`src/rtl/core/aarm_pkg.sv`:
```
// Shared types, constants and the arctangent table of the rotation matrix core.
`timescale 1ns / 1ps
`default_nettype none
package aarm_pkg;

  // Angle constants in Q16.16 degrees
  localparam logic signed [25:0] Deg360 = 26'sd23592960;
  localparam logic signed [25:0] Deg180 = 26'sd11796480;
  localparam logic signed [25:0] Deg90  = 26'sd5898240;

  // Reciprocal of 360 scaled by 2^26, rounded up
  localparam logic [17:0] Recip360 = 18'd186414;
  // Offset that makes the integer degree part non-negative (multiple of 360)
  localparam logic signed [17:0] DegOffset = 18'sd36000;

  // CORDIC gain in Q30 and table length
  localparam logic signed [33:0] GainQ30 = 34'sd652032874;
  localparam int TableLen = 24;

  // One classified item handed from the front to the back
  typedef struct packed {
    logic [2:0][15:0]   mag;      // |axis component|
    logic [2:0]         neg;      // component sign
    logic               zero;     // all components zero
    logic [31:0]        ss;       // sum of squares
    logic signed [33:0] z;        // folded angle, Q24 degrees
    logic               neg_cos;  // cosine sign flip from folding
  } fe_t;

  // Arctangent of 2^-i in Q24 degrees
  function automatic logic signed [33:0] atan_q24(input int i);
    logic signed [33:0] r;
    begin
      case (i)
        0:  r = 34'sd754974720;
        1:  r = 34'sd445687602;
        2:  r = 34'sd235489088;
        3:  r = 34'sd119537938;
        4:  r = 34'sd60000934;
        5:  r = 34'sd30029717;
        6:  r = 34'sd15018523;
        7:  r = 34'sd7509720;
        8:  r = 34'sd3754917;
        9:  r = 34'sd1877466;
        10: r = 34'sd938734;
        11: r = 34'sd469367;
        12: r = 34'sd234684;
        13: r = 34'sd117342;
        14: r = 34'sd58671;
        15: r = 34'sd29335;
        16: r = 34'sd14668;
        17: r = 34'sd7334;
        18: r = 34'sd3667;
        19: r = 34'sd1833;
        20: r = 34'sd917;
        21: r = 34'sd458;
        22: r = 34'sd229;
        23: r = 34'sd115;
        default: r = 34'sd0;
      endcase
      return r;
    end
  endfunction

endpackage
`default_nettype wire

```
`src/rtl/core/aarm_front.sv`:
```
// Front end: takes input transfers, forms squares and reduces the angle.
`timescale 1ns / 1ps
`default_nettype none
module aarm_front (
  input  wire logic               clk_i,
  input  wire logic               rst_ni,
  input  wire logic               in_valid_i,
  output logic                    in_ready_o,
  input  wire logic signed [15:0] vx_i,
  input  wire logic signed [15:0] vy_i,
  input  wire logic signed [15:0] vz_i,
  input  wire logic signed [31:0] ang_i,
  output logic                    push_o,
  input  wire logic               full_i,
  output aarm_pkg::fe_t           entry_o
);

  logic a_valid_q, b_valid_q, ce;
  logic signed [15:0] a_v_q [3];
  logic signed [31:0] a_ang_q;

  logic [31:0]  b_sq_q [3];
  logic [15:0]  b_mag_q [3];
  logic [2:0]   b_neg_q;
  logic [17:0]  b_u_q;
  logic [8:0]   b_quo_q;
  logic [15:0]  b_frac_q;

  assign ce         = !b_valid_q || !full_i;
  assign in_ready_o = ce;
  assign push_o     = b_valid_q && !full_i;

  // Stage valids
  always_ff @(posedge clk_i or negedge rst_ni) begin
    if (!rst_ni) begin
      a_valid_q <= 1'b0;
      b_valid_q <= 1'b0;
    end else if (ce) begin
      a_valid_q <= in_valid_i;
      b_valid_q <= a_valid_q;
    end
  end

  // Input register
  always_ff @(posedge clk_i) begin
    if (ce) begin
      a_v_q[0] <= vx_i;
      a_v_q[1] <= vy_i;
      a_v_q[2] <= vz_i;
      a_ang_q  <= ang_i;
    end
  end

  // Squares, magnitudes and quotient estimate of degrees / 360
  logic signed [17:0] u_d;
  logic [34:0]        prod_d;
  assign u_d    = 18'(signed'(a_ang_q[31:16])) + aarm_pkg::DegOffset;
  assign prod_d = 35'(u_d[16:0]) * 35'(aarm_pkg::Recip360);

  always_ff @(posedge clk_i) begin
    if (ce) begin
      for (int i = 0; i < 3; i++) begin
        b_sq_q[i]  <= 32'(a_v_q[i] * a_v_q[i]);
        b_mag_q[i] <= a_v_q[i][15] ? 16'(-a_v_q[i]) : a_v_q[i];
        b_neg_q[i] <= a_v_q[i][15];
      end
      b_u_q    <= u_d;
      b_quo_q  <= prod_d[34:26];
      b_frac_q <= a_ang_q[15:0];
    end
  end

  // Remainder correction and folding into [-90, 90] degrees
  logic signed [18:0] rem0, rem1;
  logic [8:0]         rem;
  logic signed [25:0] r0, r1, rf;
  logic               nc;
  logic [31:0]        ss;

  always_comb begin
    rem0 = 19'(signed'({1'b0, b_u_q})) - 19'(signed'({1'b0, b_quo_q})) * 19'sd360;
    rem1 = rem0;
    if (rem0 < 0) rem1 = rem0 + 19'sd360;
    else if (rem0 >= 19'sd360) rem1 = rem0 - 19'sd360;
    rem = rem1[8:0];
    r0  = signed'({1'b0, rem, b_frac_q});
    r1  = (r0 >= aarm_pkg::Deg180) ? r0 - aarm_pkg::Deg360 : r0;
    rf  = r1;
    nc  = 1'b0;
    if (r1 > aarm_pkg::Deg90) begin
      rf = aarm_pkg::Deg180 - r1;
      nc = 1'b1;
    end else if (r1 < -aarm_pkg::Deg90) begin
      rf = -aarm_pkg::Deg180 - r1;
      nc = 1'b1;
    end
    ss = b_sq_q[0] + b_sq_q[1] + b_sq_q[2];
    entry_o.mag[0]  = b_mag_q[0];
    entry_o.mag[1]  = b_mag_q[1];
    entry_o.mag[2]  = b_mag_q[2];
    entry_o.neg     = b_neg_q;
    entry_o.zero    = (ss == 32'd0);
    entry_o.ss      = ss;
    entry_o.z       = 34'(rf) <<< 8;
    entry_o.neg_cos = nc;
  end

endmodule
`default_nettype wire

```
`config.mk`:
```
export PLATFORM = sky130hd
export DESIGN_NAME = aarm_front
export DESIGN_NICKNAME = d
export VERILOG_FILES = /design/src/rtl/core/aarm_pkg.sv /design/src/rtl/core/aarm_front.sv
export SDC_FILE = /design/constraint.sdc
export NUM_CORES = 2
export LEC_CHECK = 0
export BUFFER_PORTS_ARGS = -buffer_cell sky130_fd_sc_hd__buf_2
export CELL_PAD_IN_SITES_DETAIL_PLACEMENT = 1
export CELL_PAD_IN_SITES_GLOBAL_PLACEMENT = 1
export CORE_UTILIZATION = 41
export CTS_CLUSTER_DIAMETER = 30
export DETAILED_ROUTE_END_ITERATION = 7
export GPL_ROUTABILITY_DRIVEN = 0
export PLACE_DENSITY_LB_ADDON = 0.1
export SETUP_SLACK_MARGIN = 0.4
export SLEW_MARGIN = 25
export SYNTH_ARGS = -nofsm -noshare
export SYNTH_HDL_FRONTEND = slang
export SYNTH_SLANG_ARGS = --single-unit
```
`constraint.sdc`:
```
create_clock -name clk_i -period 9.58 [get_ports clk_i]
set_input_delay 0.479 -clock clk_i [delete_from_list [all_inputs] [get_ports clk_i]]
set_output_delay 0.479 -clock clk_i [all_outputs]
set_load 0.05 [all_outputs]
```
== Word level (Yosys, flattened, before mapping) ==
Memories as Yosys holds them, arrays and structs flattened.
Index checks and enable logic that the tools add are counted.
Cells by class
  order comparisons: 5
  muxes and demuxes: 12
  add/subtract/negate cells: 12
  multipliers: 5
  reduce and logical (&&, ||, !) cells: 5
Operator list (count)
  multiplier 16 x 16 -> 32 bit: 3
  2-to-1 mux 26 bit: 3
  adder 32 bit: 2
  subtractor 25 x 26 -> 26 bit (first input constant): 2
  2-to-1 mux 16 bit: 3
  negator 16 bit: 3
  multiplier 17 x 17 -> 34 bit (second input constant): 1
  logical NOT 32 bit: 1
  greater-than comparator 26 x 24 -> 1 bit (second input constant): 1
  < comparator 26 x 24 -> 1 bit (second input constant): 1
  subtractor 25 x 25 -> 26 bit (second input constant): 1
  >= comparator 25 x 24 -> 1 bit (second input constant): 1
  >= comparator 19 x 10 -> 1 bit (second input constant): 1
  < comparator 19 x 1 -> 1 bit (second input constant): 1
  subtractor 18 x 18 -> 19 bit: 1
  adder 16 x 17 -> 18 bit (second input constant): 1
  2-to-1 mux 9 bit: 2
  multiplier 9 x 6 -> 15 bit (second input constant): 1
  adder 9 bit (second input constant): 1
  subtractor 9 bit (second input constant): 1
  2-to-1 mux 1 bit: 4
  logical NOT 1 bit: 2
  logical AND 1 bit: 1
  logical OR 1 bit: 1
Word-level totals
  bits in registers: 80
  bits in writable memories: 192
  memories: 3
  output and inout bits: 121
  input port bits: 84
Memory list
  b_sq_q: depth 3, width 32, rd ports 3, clocked after Yosys merged registers in 0, wr ports 3, line aarm_front.sv:22  | logic [31:0] b_sq_q [3];
  a_v_q: depth 3, width 16, rd ports 3, clocked after Yosys merged registers in 0, wr ports 3, line aarm_front.sv:19  | logic signed [15:0] a_v_q [3];
  b_mag_q: depth 3, width 16, rd ports 3, clocked after Yosys merged registers in 0, wr ports 3, line aarm_front.sv:23  | logic [15:0] b_mag_q [3];

== Longest topological paths before layout ==
  depth after elaboration: 10
  gate-level depth with buffers: 36

== Least setup slack after synthesis ==
Ideal clock, no wire load.
  path type: reg2out
  start point: reg b_quo_q[1]
  end point: out entry_o[25] in the netlist's numbering
  stages on the path, launching flop included: 36
  data arrival time: 7.633 ns
  data required time: 9.101 ns
  setup slack: 1.468 ns
  cells stage by stage: edfxtp_1 -> ha_1 -> xor2_1 -> ha_1 -> inv_1 -> fa_1 -> inv_1 -> ha_1 -> a21oi_1 -> o21bai_1 -> a21oi_1 -> o21bai_1 -> a21oi_1 -> o21bai_1 -> a21oi_1 -> xor2_1 -> ha_1 -> o21ai_1 -> nand2b_1 -> xor2_1 -> and3_1 -> or3_1 -> a211o_1 -> buf_6 -> nor2_1 -> xnor2_1 -> ha_1 -> a41oi_1 -> o21a_1 -> o211ai_2 -> a221o_1 -> a31oi_1 -> o21a_1 -> buf_2 -> o32ai_1 -> xnor2_1
RTL lines
  start, declared: line aarm_front.sv:26  | logic [8:0] b_quo_q;
  start signal, assigned: line aarm_front.sv:68  | b_quo_q <= prod_d[34:26];
  end, declared: line aarm_front.sv:15  | output aarm_pkg::fe_t entry_o

==> impl_metrics.yaml <==
outcome:
  status: "finished, final reports clean"
detailed_routing:
  routed_via_density: 4.91
  drt-initial-drc-count: 1056
  vias: 30000
  drt.antenna.violating_nets: 0
  wl_per_cell_um: 18.2
  firstDrtPassIters: 4
  drc_errors: 0
  wl_um: 111000
clock_tree:
  clk_path_buf_depth: 3
  insertion_delay_ps: 680
  cts_made_buffers: 84
  cts_max_level: 3
  path_clk_slew_ps: 40
  cts.sinks: 265
  cts_tree: "done"
  cts_root_buf: "clkbuf_16"
grt:
  gr-total-overflow: 0
  antenna_found_initial: 0
  grt_max_degree: 141
  grt_usage: 0.215
  grt_pass1_vias: 34500
  grt_pass1_wl_um: 185000
critical_path:
  critPathLaunchType: "register"
  critical_path_required_ps: 9100
  crit_path_max_incr_delay_ps: 550
  crit_type: "reg2out"
  arrival_ps: 8300
  r2r_end: "b_sq_q[0][63]$_DFFE_PP_"
  reg2reg_from: "a_v_q[0][26]$_DFFE_PP_"
  path_max_fanout: 8
  reg2reg_slack_ps: 1030
  crit_path_end_kind: "primary output"
  reg2regPathDepth: 25
  cp_slowest_cell: "fa_1"
timing:
  maxSlewViolCount: 0
  rsz0062_at_grt: "no"
  finClkSkew_ps: 41.7
  relSlewSlack: 0.305
  hold_violations: 0
  finalSetupViolations: 0
  setup_tns_ps: 0
  holdWs_ps: 66.7
  clock.fmax_mhz: 114
  setup_ws_ps: 805
  post-route-min-period_ps: 8780
  tightest_slew_ps: 1040
  post-route-period-util: 0.916
job:
  cap_violations: 0
hold_path:
  min_path_cells: 2
  min_from: "in_valid_i"
  hold_class: "in2reg"
  worstHoldEndpoint: "a_valid_q$_DFFE_PN0P_"
logic_synthesis:
  synth_fa_ha_area_frac: 0.513
  seq_area_frac_synth: 0.179
  synth_compound_area_frac: 0.0630
  synth-seq-cells: 265
  ys_warn_count: 0
  synth-edff-count: 263
  synthXorXnorAreaFrac: 0.0492
  ys.flop_type: "edfxtp_1"
  synth.distinct_cells: 91
  synth.avg_cell_area_um2: 10.3
  syn-cell-area_um2: 44500
  syn_inst: 4323
  ys_async_sr_fraction: 0.00755
  muxShareOfSynthArea: 0.00292
  synth_top_family_by_area: "adder cells"
  synthSimpleGateAreaFrac: 0.0862
floorplan:
  start_util: 0.415
  die_y_um: 332
  fp.coreArea_um2: 107000
  die_x_um: 332
  die-area_um2: 110000
  io_pins: 205
  num_rows: 120
layout:
  syn2layout_area_growth_pct: 14.9
  fillers: 11800
  layoutNonFillerInstCount: 6114
  layout_commonest_cell: "inv_1"
  fin_nets: 6045
  n_antenna_cell: 0
  layout-drive-gt1-share: 0.0974
  layout_common_cells: "1136 x inv_1, 847 x fa_1, 465 x ha_1, 270 x nand2_1, 263 x edfxtp_1"
place:
  place_ws_ps: 521
  placed_cells: 5865
  portBuffers: 196
  dp_hpwl_um: 91500
-- sequential cells by signal, indices dropped and copies added (netlist names) --
signal     flops
b_frac_q      16
b_u_q         17
b_quo_q        9
b_neg_q        3
b_valid_q      1
b_mag_q       48
b_sq_q        90
a_ang_q       32
a_valid_q      1
a_v_q         48
-- timing repair --
item | in CTS | in global routing
resized for setup | 17 | 32
endpoints found under the hold margin | 82 | 0
pin swaps | 0 | 16
buffers inserted | 3 | 11
hold buffers | 81 | 0
setup endpoints to repair | 26 | 26
-- layer usage --
| metal | wire length (µm) | vias up | GRT usage |
|---|---|---|---|
| met4 | 2450 | 0 | 0.0568 |
| met5 | 0 | - | 0 |
| met2 | 56800 | 407 | 0.374 |
| li1 | - | 14000 | - |
| met3 | 3360 | 130 | 0.0282 |
| met1 | 48900 | 15500 | 0.279 |
-- synth_stat cells, types with 12 or more instances --
| cell type | instances | share of area |
|---|---|---|
| inv_1 | 1137 | 0.096 |
| fa_1 | 848 | 0.38 |
| ha_1 | 470 | 0.13 |
| nand2_1 | 271 | 0.023 |
| edfxtp_1 | 263 | 0.18 |
| nor2_1 | 210 | 0.018 |
| xnor2_1 | 187 | 0.037 |
| a21oi_1 | 131 | 0.015 |
| and2_1 | 111 | 0.016 |
| clkbuf_1 | 74 | 0.0062 |
| o21ai_0 | 68 | 0.0076 |
| xor2_1 | 61 | 0.012 |
| nor3_1 | 49 | 0.0055 |
| a21o_1 | 32 | 0.0054 |
| nand2b_1 | 32 | 0.0045 |
| nand3_1 | 31 | 0.0035 |
| o21bai_1 | 26 | 0.0044 |
| o21a_1 | 25 | 0.0042 |
| nor2b_1 | 21 | 0.0030 |
| or3_1 | 19 | 0.0027 |
| buf_4 | 14 | 0.0024 |
| o21ai_1 | 14 | 0.0016 |
| o31ai_1 | 14 | 0.0024 |
| or2_2 | 13 | 0.0018 |
| a31oi_1 | 12 | 0.0017 |
| and3_1 | 12 | 0.0017 |
| clkinv_1 | 12 | 0.0010 |
| or4_1 | 12 | 0.0020 |
-- critical path: cells and delay by family, from the launching register on --
| kind | cells | cell delay, ps |
|---|---|---|
| buffers and inverters | 4 | 540 |
| AO/OA/AOI/OAI | 12 | 2740 |
| XOR/XNOR | 3 | 760 |
| flip-flops | 1 | 430 |
| adder cells (fa/ha/maj) | 7 | 2130 |
| AND/OR/NAND/NOR | 7 | 990 |
-- per-stage QoR --
step,util,instance area [µm²]
2_1_floorplan,-,44500
3_3_place_gp,0.439,47100
3_5_place_dp,0.439,47100
4_1_cts,0.474,50900
5_1_grt,0.476,51100
6_report,0.476,51100
-- worst max-delay path by stage --
| stage | end | cells after the start | from |
|---|---|---|---|
| finish | entry_o[24] | 33 | b_quo_q[2]$_DFFE_PP_ |
| global route | entry_o[22] | 36 | b_quo_q[0]$_DFFE_PP_ |
| CTS | entry_o[10] | 34 | b_quo_q[0]$_DFFE_PP_ |
| floorplan | entry_o[25] | 35 | b_quo_q[1]$_DFFE_PP_ |
| global placement | entry_o[26] | 34 | b_quo_q[0]$_DFFE_PP_ |
| detailed placement | entry_o[25] | 34 | b_quo_q[0]$_DFFE_PP_ |
-- cells by family (layout without fill, tap and decap cells) --
kind of cell               after synthesis  in the layout
buffers and inverters                 1247           1628
DFF                                    265            265
muxes                                   11             11
adders and majority gates             1318           1318
other                                    1              8
AOI/OAI and AO/OA                      422            422
xor gates and xnor gates               249            249
and+or+nand+nor                        810            810
-- layout make-up --
cell class / instances / area (µm²) / area share
multi-input cells: 2818 / 32100 / 0.627
clock inverters: 64 / 753 / 0.0147
repair buffers: 323 / 2170 / 0.0425
clock buffers: 90 / 2120 / 0.0415
flip-flops and latches: 265 / 7950 / 0.155
inverters: 1151 / 4320 / 0.0845
well taps: 1403 / 1760 / 0.0343
Power is left out: the tool's default activity adds up to more than one toggle a clock period on the data nets, which glitch-free logic cannot reach.
