File: src/rtl/core/aarm_pkg.sv
// Shared types, constants and the arctangent table of the rotation matrix core.
`timescale 1ns / 1ps
`default_nettype none
package aarm_pkg;

  // Angle constants in Q16.16 degrees
  localparam logic signed [25:0] Deg360 = 26'sd23592960;
  localparam logic signed [25:0] Deg180 = 26'sd11796480;
  localparam logic signed [25:0] Deg90  = 26'sd5898240;

  // Reciprocal of 360 scaled by 2^26, rounded up
  localparam logic [17:0] Recip360 = 18'd186414;
  // Offset that makes the integer degree part non-negative (multiple of 360)
  localparam logic signed [17:0] DegOffset = 18'sd36000;

  // CORDIC gain in Q30 and table length
  localparam logic signed [33:0] GainQ30 = 34'sd652032874;
  localparam int TableLen = 24;

  // One classified item handed from the front to the back
  typedef struct packed {
    logic [2:0][15:0]   mag;      // |axis component|
    logic [2:0]         neg;      // component sign
    logic               zero;     // all components zero
    logic [31:0]        ss;       // sum of squares
    logic signed [33:0] z;        // folded angle, Q24 degrees
    logic               neg_cos;  // cosine sign flip from folding
  } fe_t;

  // Arctangent of 2^-i in Q24 degrees
  function automatic logic signed [33:0] atan_q24(input int i);
    logic signed [33:0] r;
    begin
      case (i)
        0:  r = 34'sd754974720;
        1:  r = 34'sd445687602;
        2:  r = 34'sd235489088;
        3:  r = 34'sd119537938;
        4:  r = 34'sd60000934;
        5:  r = 34'sd30029717;
        6:  r = 34'sd15018523;
        7:  r = 34'sd7509720;
        8:  r = 34'sd3754917;
        9:  r = 34'sd1877466;
        10: r = 34'sd938734;
        11: r = 34'sd469367;
        12: r = 34'sd234684;
        13: r = 34'sd117342;
        14: r = 34'sd58671;
        15: r = 34'sd29335;
        16: r = 34'sd14668;
        17: r = 34'sd7334;
        18: r = 34'sd3667;
        19: r = 34'sd1833;
        20: r = 34'sd917;
        21: r = 34'sd458;
        22: r = 34'sd229;
        23: r = 34'sd115;
        default: r = 34'sd0;
      endcase
      return r;
    end
  endfunction

endpackage
`default_nettype wire

File: src/rtl/core/aarm_fifo.sv
// Short queue between the front end and the arithmetic back end.
`timescale 1ns / 1ps
`default_nettype none
module aarm_fifo (
  input  wire logic           clk_i,
  input  wire logic           rst_ni,
  input  wire logic           push_i,
  input  wire aarm_pkg::fe_t  wdata_i,
  output logic                full_o,
  input  wire logic           pop_i,
  output logic                empty_o,
  output aarm_pkg::fe_t       rdata_o
);

  aarm_pkg::fe_t mem_q [4];
  logic [1:0] wr_q, rd_q;
  logic [2:0] cnt_q;

  assign full_o  = cnt_q[2];
  assign empty_o = (cnt_q == 3'd0);
  assign rdata_o = mem_q[rd_q];

  // Pointers and fill level
  always_ff @(posedge clk_i or negedge rst_ni) begin
    if (!rst_ni) begin
      wr_q  <= 2'd0;
      rd_q  <= 2'd0;
      cnt_q <= 3'd0;
    end else begin
      if (push_i) wr_q <= wr_q + 2'd1;
      if (pop_i)  rd_q <= rd_q + 2'd1;
      cnt_q <= cnt_q + 3'(push_i) - 3'(pop_i);
    end
  end

  // Storage
  always_ff @(posedge clk_i) begin
    if (push_i) mem_q[wr_q] <= wdata_i;
  end

endmodule
`default_nettype wire

File: config.mk
export PLATFORM = sky130hd
export DESIGN_NAME = aarm_fifo
export DESIGN_NICKNAME = d
export VERILOG_FILES = /design/src/rtl/core/aarm_pkg.sv /design/src/rtl/core/aarm_fifo.sv
export SDC_FILE = /design/constraint.sdc
export NUM_CORES = 1
export LEC_CHECK = 0
export BUFFER_PORTS_ARGS = -buffer_cell sky130_fd_sc_hd__buf_2
export CAP_MARGIN = 20
export CORE_MARGIN = 10
export CORE_UTILIZATION = 40
export DETAILED_ROUTE_END_ITERATION = 8
export GPL_TIMING_DRIVEN = 0
export MAX_ROUTING_LAYER = met4
export SLEW_MARGIN = 20
export SYNTH_ARGS = -nofsm -noshare
export SYNTH_HDL_FRONTEND = slang
export SYNTH_SLANG_ARGS = --single-unit
File: constraint.sdc
create_clock -name clk_i -period 4.4 [get_ports clk_i]
set_input_delay 0.88 -clock clk_i [delete_from_list [all_inputs] [get_ports clk_i]]
set_output_delay 0.88 -clock clk_i [all_outputs]
set_load 0.02 [all_outputs]
; After elaboration in Yosys (flattened, before gate mapping)
; Memory sizes are Yosys's and may differ from the RTL's.
; Cells that the tools add are included.
[op_classes]
reduce_logical = 1
order_cmp = 0
bitwise = 0
shift = 0
n_mul = 0
n_addsub = 4
div = 0
eq_ne = 0
muxes = 2
[op_table]
columns = operator, n
row1 = adder 2 x 1 -> 2 bit (second input constant), 2
row2 = adder 3 x 1 -> 3 bit, 1
row3 = logical NOT 3 bit, 1
row4 = subtractor 3 x 1 -> 3 bit, 1
row5 = two-way mux 1 bit, 2
[word_totals]
latchBits = 0
inputBits = 123
output_inout_bits = 121
n_memories = 1
reg_bits = 7
word_cells = 11
ram_bits = 476
mem_bits_ro = 0
[memory_table]
columns = memory, depth, word_bits, read_ports, rd_ports_with_merged_regs, wr, line_no
row1 = mem_q, 4, 119, 1, 0, 1, aarm_fifo.sv:15  ; aarm_pkg::fe_t mem_q [4];

; Longest topological paths before layout
; Gate-level depths: netlist of run 1.
[depth]
depth_word = 2
depth_mapped = 7
depth_no_buf = 7

; Worst setup path before layout of run 1
; No wires, ideal clock.
[synth_path]
path_type = input port to flip-flop
from = in push_i
to = mem mem_q[0][0] in the netlist's numbering, enable pin
cell_stages = 1
arrival_time_ns = 3.612
slack_ns = 0.296
setup_time_ns = 0.492
n_path_buf = 0
t_required_ns = 3.908
path_cell_list = and2_1
[synth_via]
elab_chain_cells = 2
[synth_rtl]
columns = element, line_no
row1 = "start, declared", aarm_fifo.sv:7  ; input wire logic push_i,
row2 = two-way mux 1 bit, aarm_fifo.sv:38  ; if (push_i) mem_q[wr_q] <= wdata_i;
row3 = two-way mux 1 bit (implied by the code), aarm_fifo.sv:38
row4 = "end, declared", aarm_fifo.sv:15
; Every way passes these cells.

==> reports/summary.txt, run 1 <==
PD cells = 701 mW/mm^2
Synth area leaders = edfxtp_1, mux4_2, dfrtp_1
largest net degree at the start of global routing = 44
Overflow after GRT = 0
Clk Latency, worst-skew pair = 0.58 ns
gpl congestion = 0.706
Least-Margin Pin Slew = 0.812 ns
core footprint = 0.0433 sq mm
gr usage total = 14.1%
worst reg2reg endpoint = mem_q[2][42]
Final Critical Period = 3.48 ns
syn avg cell area = 26.8 sq um
chip height = 229 um
count leader, synth = edfxtp_1
Fin Clk Skew = 0.0250 ns
max cap viols = 0
first-pass GRT wire length = 54,600 um
sequential area share after synthesis = 82.4%
Reg clk slew, reported paths = 0.06 ns
Clock Sink Count = 483
WL final = 36,000 um
reg-to-reg slack, setup = 2.42 ns
# IOs = 244
syn nets = 785
CTS tree = yes
IO buf count = 243
initial antenna violation count = 14
routed length per instance = 22.5 um
Max-slew headroom = 45.9%
Post-Synthesis Cells = 655
Primary FF master, synth = edfxtp_1
DP Wirelength = 23,200 um
Arrival @ worst endpoint = 2.60 ns
critical path peak fanout = 10
1st-pass router iterations = 5
fin nets = 1,092
Synth cell types = 18
R2R depth = 5
Post-synth ARST share = 1.45%
max-slew violation count = 0
Leak Pwr = 7.26 nW
multi-input logic area = 0.00287 sq mm
Area growth syn-to-layout = 21.6%
Critical Path RT = 3.52 ns
CP endpoint kind = output pin
Initial Utilization = 40.6%
CP Launch Type = register
unrepaired setup endpoints after global routing = no
Post-synth EDFFs = 476
Post-Syn Area = 0.0176 sq mm
vias in the first global route = 8,559
Die ar. = 0.0527 sq mm
Max Root-Sink Buffers = 3
Hold Buf Count CTS = 0
period utilisation layout = 79.1%
via count = 7,846
post-route antenna net violation count = 0
Fin. Hold Viols = 0
row count = 76
cts bufs inserted = 50
top cells by count, synth = edfxtp_1, mux4_2, buf_2
FF+latch area = 0.0145 sq mm
DRC Markers = 0
worst setup path category = reg -> out
clock root buffer = clkbuf_16
Resize count post-CTS = 0
Worst Setup SP = rd_q[1]
#FFs+latches synth = 483
Worst VDD drop = 0.000480 V
# setup viols final = 0
Yosys top cell by area = edfxtp_1
Fmax = 0.287 GHz
yosys warns = 0
Pwr Total = 15.0 mW
FF-to-FF Start = wr_q[0]
1st-iter DRT viols = 536
final core utilization = 49.3%
status = finished, final reports clean
H-Tree Depth = 2
Post-CTS Setup Bufs = 0
crit path to = rdata_o[22]
routed vias/inst = 4.91
top-area cell type share of the netlist area = 81.4%
# fillers = 3,512
layout cells sized above 1 = 46.4%
chip width = 229 um
Worst Hold Class = in -> async
per-stage QoR:
step | hold slack, ns | cell area, sq um | TNS (ns) | cells | setup slack [ns]
finish | 0.117 | 21300 | 0 | 1599 | 0.921
global route | 0.0962 | 21300 | 0 | 1599 | 0.694
CTS | 0.0769 | 21300 | 0 | 1585 | 0.736
detailed placement | 0.528 | 19800 | 0 | 1495 | 1.39
global placement | 0.519 | 19500 | -1109.07 | 1483 | -2.40
floorplan | 0.494 | 17600 | 0 | 655 | 0.296
flip-flops by register name (all words and copies together), names as in the netlist:
signal,flops
cnt_q,3
mem_q,476
rd_q,2
wr_q,2
cells by family after synthesis:
kind of cell | Yosys count | synth area share (%)
mux | 119 | 15.3
flops | 483 | 82.4
simple gates | 7 | 0.214
fa+ha+maj | 7 | 0.542
buf+inv | 33 | 1.27
compound gates | 1 | 0.0285
xor+xnor | 5 | 0.250
worst min path at each step:
stage                          end  slack, ns  depth (start not counted)    start
after floorplan            wr_q[0]       0.49                          1  wr_q[0]
after global placement     wr_q[0]       0.52                          1  wr_q[0]
after detailed placement   wr_q[0]       0.53                          1  wr_q[0]
after CTS                 cnt_q[1]       0.08                          1   rst_ni
after global routing      cnt_q[1]        0.1                          1   rst_ni
final                     cnt_q[1]       0.12                          1   rst_ni
power breakdown:
part           internal (mW)  total (mW)  switching, mW
clock                   2.21        3.87           1.66
sequential              6.00        6.17          0.165
combinational           1.98        4.92           2.94
total                   10.2        15.0           4.76
critical path, stage by stage (launching register included):
cell and delay [ns]:
dfrtp_1 0.37, clkbuf_1 0.63, buf_2 0.43, mux4_2 0.39, buf_2 0.19
per-layer routing:
metal | vias to the layer above | part of all wire [%] | GRT usage [%]
met4 | 0 | 2.0 | 4.84
met2 | 246 | 47 | 20.9
met1 | 4068 | 43 | 17.7
met5 | - | 0 | -
met3 | 52 | 8.6 | 5.28
li1 | 3480 | - | -
cell usage in the layout (no fill, tap or decap):
cell type,instances
fa_1,1
diode_2,14
nor3_1,1
buf_16,7
edfxtp_1,476
clkinvlp_4,2
xor2_1,2
buf_2,255
inv_6,1
clkbuf_2,1
xnor2_1,3
inv_1,6
buf_8,1
mux4_2,119
bufinv_16,2
nand2_1,2
buf_6,9
clkinv_2,5
clkbuf_1,16
clkinv_1,15
clkbuf_16,50
buf_12,5
ha_1,6
and2_4,4
dfrtp_1,7
inv_16,1
clkinv_8,1
buf_4,1
o21ai_0,1
area by class of cell:
| class | instances | share of cell area [%] |
|---|---|---|
| Antenna cell | 14 | 0.164 |
| Buffer | 27 | 0.938 |
| Clock buffer | 63 | 6.09 |
| Clock inverter | 27 | 0.944 |
| Inverter | 6 | 0.106 |
| Multi-Input combinational cell | 139 | 13.5 |
| Sequential cell | 483 | 67.8 |
| Tap cell | 585 | 3.43 |
| Timing Repair Buffer | 255 | 7.07 |
Note: power is estimated with default switching activity, not from simulation.
==> run 2: changes to the inputs <==
--- a/config.mk
+++ b/config.mk
@@ -5,6 +5,7 @@
 export SDC_FILE = /design/constraint.sdc
 export NUM_CORES = 1
 export LEC_CHECK = 0
+export ABC_AREA = 1
 export BUFFER_PORTS_ARGS = -buffer_cell sky130_fd_sc_hd__buf_2
 export CAP_MARGIN = 20
 export CORE_MARGIN = 10
==> constraint.sdc (replaced) <==
create_clock -name clk_i -period 3.1 [get_ports clk_i]
set_input_delay 0.62 -clock clk_i [delete_from_list [all_inputs] [get_ports clk_i]]
set_output_delay 0.62 -clock clk_i [all_outputs]
set_load 0.02 [all_outputs]
==> run 2 against run 1 <==
Die area increased by 15%. Sequential share of layout area shrank 8.8 points. Final area grew 15%. Combinational power rose by 100%. Sequential cell count did not move. Power increased by 64%. First-iteration DRC count rose by 68%. Largest cell class unchanged.
==> reports/summary.txt, run 2 <==
Post-Synthesis Cells = 1,910
Clock Sink Count = 483
Resize count post-CTS = 0
chip height = 246 um
hold path cells = 1
Die ar. = 0.0605 sq mm
GR met2 Demand/Resource = 27.9%
syn avg cell area = 10.7 sq um
max cap viols = 0
Synth area leaders = edfxtp_1, nand2_1, inv_1
top-area cell type share of the netlist area = 69.9%
grt met1 use = 20.8%
initial antenna violation count = 13
Pwr Total = 24.5 mW
Fmax = 0.351 GHz
cts bufs inserted = 53
CP endpoint kind = output pin
Initial Utilization = 40.6%
yosys warns = 0
H-Tree Depth = 2
Least-Margin Pin Slew = 0.640 ns
Post-synth ARST share = 1.45%
Max-slew headroom = 57.3%
worst setup path category = reg -> out
Max Root-Sink Buffers = 3
# setup viols final = 0
Worst Hold Class = in -> reg
count leader, synth = nand2_1
first-pass GRT wire length = 77,100 um
layout cells sized above 1 = 18.1%
Hold Buf Count CTS = 1
Post-Syn Area = 0.0204 sq mm
WL final = 50,800 um
# IOs = 244
status = finished, final reports clean
Post-synth EDFFs = 476
largest net degree at the start of global routing = 28
commonest non-fill, non-tap cells in the layout = nand2_1, inv_1, edfxtp_1
Worst VDD drop = 0.000763 V
Critical Path RT = 2.48 ns
1st-iter DRT viols = 901
R2R depth = 6
routed vias/inst = 4.53
Fin Clk Skew = 0.0110 ns
final hold slack = 0.245 ns
Overflow after GRT = 0
routed length per instance = 17.2 um
most common cell after layout, fill and taps aside = nand2_1
PD cells = 999 mW/mm^2
Yosys top cell by area = edfxtp_1
#FFs+latches synth = 483
Primary FF master, synth = edfxtp_1
Arrival @ worst endpoint = 2.23 ns
gr usage total = 17.0%
largest register by flop count = mem_q
DP Wirelength = 32,900 um
period utilisation layout = 92.0%
sequential area share after synthesis = 70.8%
min setup slack post-route = 0.249 ns
Fin. Hold Viols = 0
Clk Latency, worst-skew pair = 0.59 ns
fin nets = 2,358
via count = 13.4k
met3 usage = 4.31%
top cells by count, synth = nand2_1, inv_1, edfxtp_1
biggest regs = mem_q (476), cnt_q (3)
CTS tree = yes
core footprint = 0.0504 sq mm
Post-CTS Setup Bufs = 0
row count = 82
Top Usage Layer GRT = met2
syn nets = 2,040
max-slew violation count = 0
vias in the first global route = 13.1k
DRC Markers = 0
Final Critical Period = 2.85 ns
IO buf count = 243
unrepaired setup endpoints after global routing = no
Synth cell types = 15
Final TNS setup = 0 ns
gpl congestion = 0.740
1st-pass router iterations = 5
clock root buffer = clkbuf_16
critical path peak fanout = 11
chip width = 246 um
Area growth syn-to-layout = 20.1%
Reg clk slew, reported paths = 0.06 ns
Largest register FFs = 476
Post-Place Setup Slack = 0.490 ns
Leak Pwr = 11.4 nW
post-route antenna net violation count = 0
CP Launch Type = register
==> run 2: area by class of cell <==
type / count / area [sq um]
antenna: 11 / 27.5
clock inverter: 27 / 210
clock buffer: 70 / 1390
tap: 672 / 841
buffer: 80 / 524
fill: 4523 / 25800
timing repair buffer: 263 / 1620
sequential: 483 / 14500
inverter: 490 / 1850
multi-input combinational: 857 / 3600
==> run 2: per-layer routing <==
metal / share of wire [%] / vias up
met2: 49 / 362
met1: 42 / 6307
met4: 1.9 / 0
met3: 6.7 / 81
met5: 0 / -
li1: - / 6613
==> run 2: cells by family (layout without fill, tap and decap cells) <==
| group | after synthesis | count (layout) | synth area share [%] |
|---|---|---|---|
| compound gates | 1 | 1 | 0.0245 |
| fa+ha+maj | 7 | 7 | 0.465 |
| simple gates | 846 | 846 | 17.0 |
| xor+xnor | 3 | 3 | 0.129 |
| other cells | 0 | 11 | 0 |
| flops | 483 | 483 | 70.8 |
| buf+inv | 570 | 930 | 11.6 |
==> run 2: path summary, 6_finish.rpt <==
| kind | from | slack (ns) | endpoint |
|---|---|---|---|
| setup / recovery | rd_q[1] | 0.25 | rdata_o[100] |
| hold / removal | wdata_i[86] | 0.24 | mem_q[0][86] |
| setup reg to reg | wr_q[0] | 0.89 | mem_q[1][78] |
| hold reg to reg | cnt_q[1] | 0.52 | cnt_q[2] |
| max in group asynchronous | rst_ni | 2.52 | cnt_q[0] |
| min in group asynchronous | rst_ni | 0.41 | rd_q[1] |
==> run 2: critical path, cell delays in order, from the launching register on <==
cell     delay [ns]
dfrtp_1        0.38
inv_1          0.08
buf_2          0.39
buf_2          0.36
nand3_1        0.11
nand2_1        0.13
buf_2          0.19
==> run 2: power by group <==
group,leakage (nW),total (mW),switching (mW),internal [mW]
registers,4.45,8.77,0.251,8.52
clock network,0.784,5.85,2.46,3.39
logic,6.19,9.88,6.92,2.96
total,11.4,24.5,9.63,14.9
==> run 2: stage by stage <==
step / cell area (sq um) / instances / util [%]
detailed placement: 22900 / 2844 / 45.5
global route: 24500 / 2952 / 48.7
global placement: 22500 / 2825 / 44.7
finish: 24500 / 2953 / 48.7
CTS: 24500 / 2942 / 48.7
floorplan: 20400 / 1910 / -
